## src/hdl/elevation_grid_slope_core_assert.svh

```systemverilog
// Assertion macros for the slope core.
`ifndef ELEVATION_GRID_SLOPE_CORE_ASSERT_SVH
`define ELEVATION_GRID_SLOPE_CORE_ASSERT_SVH

// Same-cycle implication, disabled while reset is low.
`define EGS_ASSERT_IMP(lbl, clk, rst_n, ante, cons, msg) \
    lbl: assert property (@(posedge clk) disable iff (!(rst_n)) (ante) |-> (cons)) \
        else $error(msg);

// Next-cycle implication, disabled while reset is low.
`define EGS_ASSERT_NXT(lbl, clk, rst_n, ante, cons, msg) \
    lbl: assert property (@(posedge clk) disable iff (!(rst_n)) (ante) |=> (cons)) \
        else $error(msg);

`endif

```

## src/hdl/egs_pkg.sv

```systemverilog
// ---------------------------------------------------------------------------
// egs_pkg
// Shared types and the arctangent table for the terrain slope core.
// ---------------------------------------------------------------------------
`timescale 1ns / 1ps
package egs_pkg;

    // One grid cell: validity and height in millimetres.
    typedef struct packed {
        logic               ok;
        logic signed [19:0] h;
    } t_cell;

    // Request into the slope unit.
    typedef struct packed {
        logic               ok;
        logic signed [22:0] nx;
        logic signed [22:0] ny;
        logic        [15:0] cs;
    } t_slope_req;

    // Status out of the slope unit.
    typedef struct packed {
        logic busy;
        logic done;
    } t_slope_stat;

    // atan(2^-i) in units of 2^-16 centidegree.
    function automatic logic signed [31:0] egs_atan(input logic [4:0] idx);
        logic signed [31:0] v;
        case (idx)
            5'd0:    v = 32'sd294912000;
            5'd1:    v = 32'sd174096719;
            5'd2:    v = 32'sd91987925;
            5'd3:    v = 32'sd46694507;
            5'd4:    v = 32'sd23437865;
            5'd5:    v = 32'sd11730358;
            5'd6:    v = 32'sd5866610;
            5'd7:    v = 32'sd2933484;
            5'd8:    v = 32'sd1466764;
            5'd9:    v = 32'sd733385;
            5'd10:   v = 32'sd366693;
            5'd11:   v = 32'sd183346;
            5'd12:   v = 32'sd91673;
            5'd13:   v = 32'sd45837;
            5'd14:   v = 32'sd22918;
            5'd15:   v = 32'sd11459;
            5'd16:   v = 32'sd5730;
            5'd17:   v = 32'sd2865;
            5'd18:   v = 32'sd1432;
            5'd19:   v = 32'sd716;
            5'd20:   v = 32'sd358;
            5'd21:   v = 32'sd179;
            5'd22:   v = 32'sd90;
            5'd23:   v = 32'sd45;
            default: v = 32'sd0;
        endcase
        return v;
    endfunction

endpackage

```

## src/hdl/egs_slope_unit.sv

```systemverilog
// ---------------------------------------------------------------------------
// egs_slope_unit
// Shared square, integer square root and CORDIC arctangent for one slope.
// ---------------------------------------------------------------------------
`timescale 1ns / 1ps
module egs_slope_unit #(
    parameter int CORDIC_STEPS = 16
) (
    input  logic                  i_clk,
    input  logic                  i_rst_n,
    input  logic                  i_start,
    input  egs_pkg::t_slope_req   i_req,
    input  logic                  i_ack,
    output egs_pkg::t_slope_stat  o_stat,
    output logic [13:0]           o_slope,
    output logic                  o_slope_valid
);
    import egs_pkg::*;

    localparam logic [2:0] U_IDLE  = 3'd0;
    localparam logic [2:0] U_SQX   = 3'd1;
    localparam logic [2:0] U_SQY   = 3'd2;
    localparam logic [2:0] U_SUM   = 3'd3;
    localparam logic [2:0] U_SQRT  = 3'd4;
    localparam logic [2:0] U_CINIT = 3'd5;
    localparam logic [2:0] U_CORD  = 3'd6;
    localparam logic [2:0] U_FIN   = 3'd7;

    logic [2:0]         r_state;
    logic               r_done;
    logic [21:0]        r_ax, r_ay;
    logic [15:0]        r_cs;
    logic [43:0]        r_prod, r_acc;
    logic [63:0]        r_v, r_root, r_bit;
    logic signed [36:0] r_x, r_y;
    logic signed [31:0] r_z;
    logic [4:0]         r_i;
    logic [13:0]        r_slope;
    logic               r_valid;

    logic [21:0]        w_mul_a;
    logic [43:0]        w_mul;
    logic [63:0]        w_trial;
    logic signed [36:0] w_dx, w_dy;
    logic signed [31:0] w_at;
    logic signed [32:0] w_zr;

    assign w_mul_a = (r_state == U_SQX) ? r_ax : r_ay;
    assign w_mul   = w_mul_a * w_mul_a;
    assign w_trial = r_root + r_bit;
    assign w_dx    = r_y >>> r_i;
    assign w_dy    = r_x >>> r_i;
    assign w_at    = egs_atan(r_i);
    assign w_zr    = ((r_z[31] ? 33'sd0 : 33'(r_z)) + 33'sd32768) >>> 16;

    always_ff @(posedge i_clk) begin
        if (!i_rst_n) begin
            r_state <= U_IDLE;
            r_done  <= 1'b0;
        end else if (r_done) begin
            if (i_ack) begin
                r_done <= 1'b0;
            end
        end else begin
            case (r_state)
                U_IDLE: begin
                    if (i_start) begin
                        r_ax <= i_req.nx[22] ? 22'(-i_req.nx) : 22'(i_req.nx);
                        r_ay <= i_req.ny[22] ? 22'(-i_req.ny) : 22'(i_req.ny);
                        r_cs <= i_req.cs;
                        if (i_req.ok) begin
                            r_state <= U_SQX;
                        end else begin
                            r_slope <= '0;
                            r_valid <= 1'b0;
                            r_done  <= 1'b1;
                        end
                    end
                end
                U_SQX: begin
                    r_prod  <= w_mul;
                    r_state <= U_SQY;
                end
                U_SQY: begin
                    r_acc   <= r_prod;
                    r_prod  <= w_mul;
                    r_state <= U_SUM;
                end
                U_SUM: begin
                    r_v     <= {r_acc + r_prod, 20'd0};
                    r_root  <= '0;
                    r_bit   <= 64'h4000_0000_0000_0000;
                    r_state <= U_SQRT;
                end
                U_SQRT: begin
                    // one root bit per cycle
                    if (r_v >= w_trial) begin
                        r_v    <= r_v - w_trial;
                        r_root <= (r_root >> 1) + r_bit;
                    end else begin
                        r_root <= r_root >> 1;
                    end
                    r_bit <= r_bit >> 2;
                    if (r_bit == 64'd1) begin
                        r_state <= U_CINIT;
                    end
                end
                U_CINIT: begin
                    if (r_root == 64'd0) begin
                        r_slope <= '0;
                        r_valid <= 1'b1;
                        r_done  <= 1'b1;
                        r_state <= U_IDLE;
                    end else begin
                        r_x     <= {10'd0, r_cs, 11'd0};
                        r_y     <= r_root[36:0];
                        r_z     <= '0;
                        r_i     <= '0;
                        r_state <= U_CORD;
                    end
                end
                U_CORD: begin
                    if (!r_y[36]) begin
                        r_x <= r_x + w_dx;
                        r_y <= r_y - w_dy;
                        r_z <= r_z + w_at;
                    end else begin
                        r_x <= r_x - w_dx;
                        r_y <= r_y + w_dy;
                        r_z <= r_z - w_at;
                    end
                    r_i <= r_i + 5'd1;
                    if (r_i == 5'(CORDIC_STEPS - 1)) begin
                        r_state <= U_FIN;
                    end
                end
                U_FIN: begin
                    // round to centidegrees, clamp negative angles to zero and clamp at vertical
                    r_slope <= (w_zr > 33'sd9000) ? 14'd9000 : 14'(w_zr);
                    r_valid <= 1'b1;
                    r_done  <= 1'b1;
                    r_state <= U_IDLE;
                end
                default: r_state <= U_IDLE;
            endcase
        end
    end

    assign o_stat.busy   = r_done || (r_state != U_IDLE);
    assign o_stat.done   = r_done;
    assign o_slope       = r_slope;
    assign o_slope_valid = r_valid;

endmodule

```

## config.mk

```make
export PLATFORM = sky130hd
export DESIGN_NAME = egs_slope_unit
export DESIGN_NICKNAME = d
export VERILOG_FILES = /design/src/hdl/elevation_grid_slope_core_assert.svh /design/src/hdl/egs_pkg.sv /design/src/hdl/egs_slope_unit.sv
export SDC_FILE = /design/constraint.sdc
export NUM_CORES = 2
export LEC_CHECK = 0
export ABC_AREA = 1
export BUFFER_PORTS_ARGS = -buffer_cell sky130_fd_sc_hd__buf_2
export CORE_AREA = 5 5 496 400
export CTS_BUF_LIST = sky130_fd_sc_hd__clkbuf_8
export DETAILED_ROUTE_END_ITERATION = 8
export DIE_AREA = 0 0 501 405
export GPL_TIMING_DRIVEN = 0
export PLACE_DENSITY = 0.46
export SKIP_CTS_REPAIR_TIMING = 1
export SLEW_MARGIN = 20
export SYNTH_ARGS = -nofsm -noshare
export SYNTH_HDL_FRONTEND = slang
export SYNTH_SLANG_ARGS = --single-unit
```

## constraint.sdc

```tcl
create_clock -name i_clk -period 8.5 [get_ports i_clk]
set_clock_uncertainty 0.05 [all_clocks]
set_input_delay 0.425 -clock i_clk [delete_from_list [all_inputs] [get_ports i_clk]]
set_output_delay 0.425 -clock i_clk [all_outputs]
set_load 0.03 [all_outputs]
```

==> run_results.csv <==
group,metric,value,unit
timing,rsz0062_at_grt,"true",
worst_setup_path,worst-path-max-fanout,10,
drt,vias,56000,
yosys,netlist_instances,8004,
placement,dp_hpwl,192000,um
job,maxCapViolCount,0,
timing,setup_tns,0,ns
timing,slew-limit-headroom,17.8,%
timing,fmax,0.122,GHz
timing,fin_crit,8.17,ns
cts,clkTransAtPathRegs,0.06,ns
worst_setup_path,worst-setup-path-type,"reg2reg",
die,rows,145,
yosys,syn_area,57500,um2
global_route,grt_max_degree,73,
layout,fillerInstances,21000,
placement,dpl_worst_slack,-1.42,ns
drt,routed_wl,233000,um
die,dieArea,203000,um2
cts,cts_buffers,94,
die,start_util,29.7,%
global_route,globalRoute.totalOverflow,0,
drt,drc,0,
die,io_pins,84,
layout,register_area,13600,um2
global_route,gr-usage-all-layers,22.4,%
yosys,syn-num-nets,8866,
yosys,async_reset_ff_share,0,%
timing,finalCritPeriodShare,96.2,%
yosys,yosys.area_share.simple,25.4,%
cts,cts.sinks,465,
timing,worst_pin_slew,1.23,ns
worst_setup_path,cp.required,8.98,ns
yosys,synth_compound_area_share,13.9,%
cts,clk_latency,0.87,ns
global_route,grt_pass1_vias,53600,
global_route,grt_pass1_wl,342000,um
cts,cts_tree,"done",
layout,syn_to_final_growth,12.4,%
layout,nets,9145,
timing,setup_slack,0.326,ns
cts,cts-root-buf,"clkbuf_8",
yosys,netlist_top_cells_count,"nand2_1, inv_1, nor2_1, nand3_1, a21oi_1",
min_path,worst_hold_path_type,"in2reg",
worst_setup_path,crit_path_end_kind,"register",
yosys,synth_area_leader_cell,"edfxtp_1",
yosys,synth_top_family_by_area,"simple AND/OR/NAND/NOR gates",
die,core_area,194000,um2
cts,htreeDepth,3,
timing,finalMaxSlewViolations,0,
yosys,ys_seq_elements,465,
global_route,antenna_found_initial,9,
layout,multiInputGateArea,38500,um2
outcome,outcome,"completed",
placement,io_buffers,82,
worst_setup_path,critPathSlowestCell,"fa_1",
timing,finalSetupViolations,0,
drt,drt_first_pass_iters,6,
layout,drive_gt1_share,6.50,%
yosys,yosysWarnings,0,
timing,hold_viol,0,
yosys,synthMuxAreaShare,0,%
yosys,synth-seq-area-share,23.7,%
yosys,synth.avg_cell_area,7.19,um2
drt,vias_per_cell,5.12,
yosys,synth_top_area_share,22.6,%
drt,final_antenna_net_count,0,
yosys,synth_edf_count,432,
drt,wl_per_cell,21.3,um
yosys,yosys.cell_types.count,63,
die,die_w,501,um
yosys,yosys.area_share.adder,21.8,%
worst_setup_path,crit_arrival,8.66,ns
worst_setup_path,slowest_delay,0.53,ns
cts,cts_buffer_depth,3,
yosys,synth_xor_area_share,5.24,%
placement,gp_congestion,0.990,
yosys,yosys-top-cells-area,"edfxtp_1, fa_1, nand2_1",
yosys,synth_ff_type,"edfxtp_1",
drt,drt_iter0_markers,5448,
worst_setup_path,crit_path_start_kind,"register",
yosys,yosysMostFrequentCell,"nand2_1",
die,die_h,405,um
timing,timing.hold.ws,0.0764,ns
==> critical path: cells and delay by family, from the launching register on <==
family,cells,cell delay [ns]
adder cells (fa/ha/maj),8,3.97
buffers and inverters,10,1.68
AND/OR/NAND/NOR,6,0.85
flip-flops,1,0.35
XOR/XNOR,1,0.14
AO/OA/AOI/OAI,5,0.85
==> routing by layer <==
| metal | track usage, % | part of all wire [%] | routed length (um) |
|---|---|---|---|
| met2 | 31.8 | 40 | 92800 |
| met1 | 33.9 | 49 | 115000 |
| met3 | 4.79 | 8.3 | 19300 |
| met4 | 5.81 | 2.7 | 6390 |
| met5 | 0 | 0.0043 | 10 |
==> area by class of cell <==
| cell class | count | area share (%) |
|---|---|---|
| multi-input combinational | 6073 | 59.6 |
| sequential | 465 | 21.1 |
| inverter | 1275 | 7.45 |
| tap | 2572 | 4.98 |
| timing repair buffer | 183 | 2.45 |
| clock buffer | 100 | 2.13 |
| buffer | 191 | 1.49 |
| clock inverter | 70 | 0.809 |
| antenna | 5 | 0.0194 |
==> through the flow <==
step / utilization (%) / instance area (um2) / instances
after global routing: 33.4 / 64600 / 10900
after CTS: 32.8 / 63500 / 10800
after detailed placement: 31.8 / 61600 / 10700
after global placement: 31.6 / 61100 / 10700
after floorplan: - / 57500 / 8004
final: 33.4 / 64600 / 10900
==> cell families (layout without fill, tap and decap cells) <==
group                    after synthesis  in the layout
adder cells (fa/ha/maj)              795            795
XOR/XNOR                             344            344
other                                  0              5
AND/OR/NAND/NOR                     3491           3491
buffers and inverters               1466           1819
flip-flops                           465            465
AO/OA/AOI/OAI                       1443           1443
==> sequential cells by signal, indices dropped and copies added (netlist names) <==
| register | flops |
|---|---|
| r_bit | 32 |
| r_ax | 22 |
| r_x | 37 |
| r_v | 64 |
| r_i | 5 |
| r_done | 1 |
| r_cs | 16 |
| r_prod | 43 |
| r_acc | 43 |
| r_y | 37 |
| r_root | 64 |
| r_ay | 22 |
| o_slope | 14 |
| w_at | 29 |
| o_slope_valid | 1 |
| r_state | 3 |
| r_z | 32 |
==> worst paths after layout <==
path / start / end / slack, ns / depth (start not counted)
setup / recovery: r_state[1] / r_prod[42] / 0.33 / 30
hold / removal: i_req[38] / r_ay[8] / 0.08 / 4
setup reg to reg: r_state[1] / r_prod[42] / 0.33 / 30
hold reg to reg: r_prod[43] / r_acc[43] / 0.39 / 0
==> cell usage in the layout (no fill, tap or decap), types with 33 or more instances in the layout <==
cell              n
dlygate4sd3_1    64
nor3_1           73
edfxtp_1        432
xnor2_1         141
nand3_1         629
nand4_1          71
a21o_1           35
inv_1          1253
buf_2           143
dfxtp_1          33
clkbuf_8        100
fa_1            345
nor2_1          892
o21a_1           35
xor2_1          202
clkbuf_1         65
inv_2            40
a31oi_1          81
a21oi_1         563
o21ai_1          52
nand2_1        1661
ha_1            449
nor4_1           42
o21ai_0         494
Power is not shown: default switching activity piles up to over one toggle a cycle in this logic, so the estimate is an artifact.
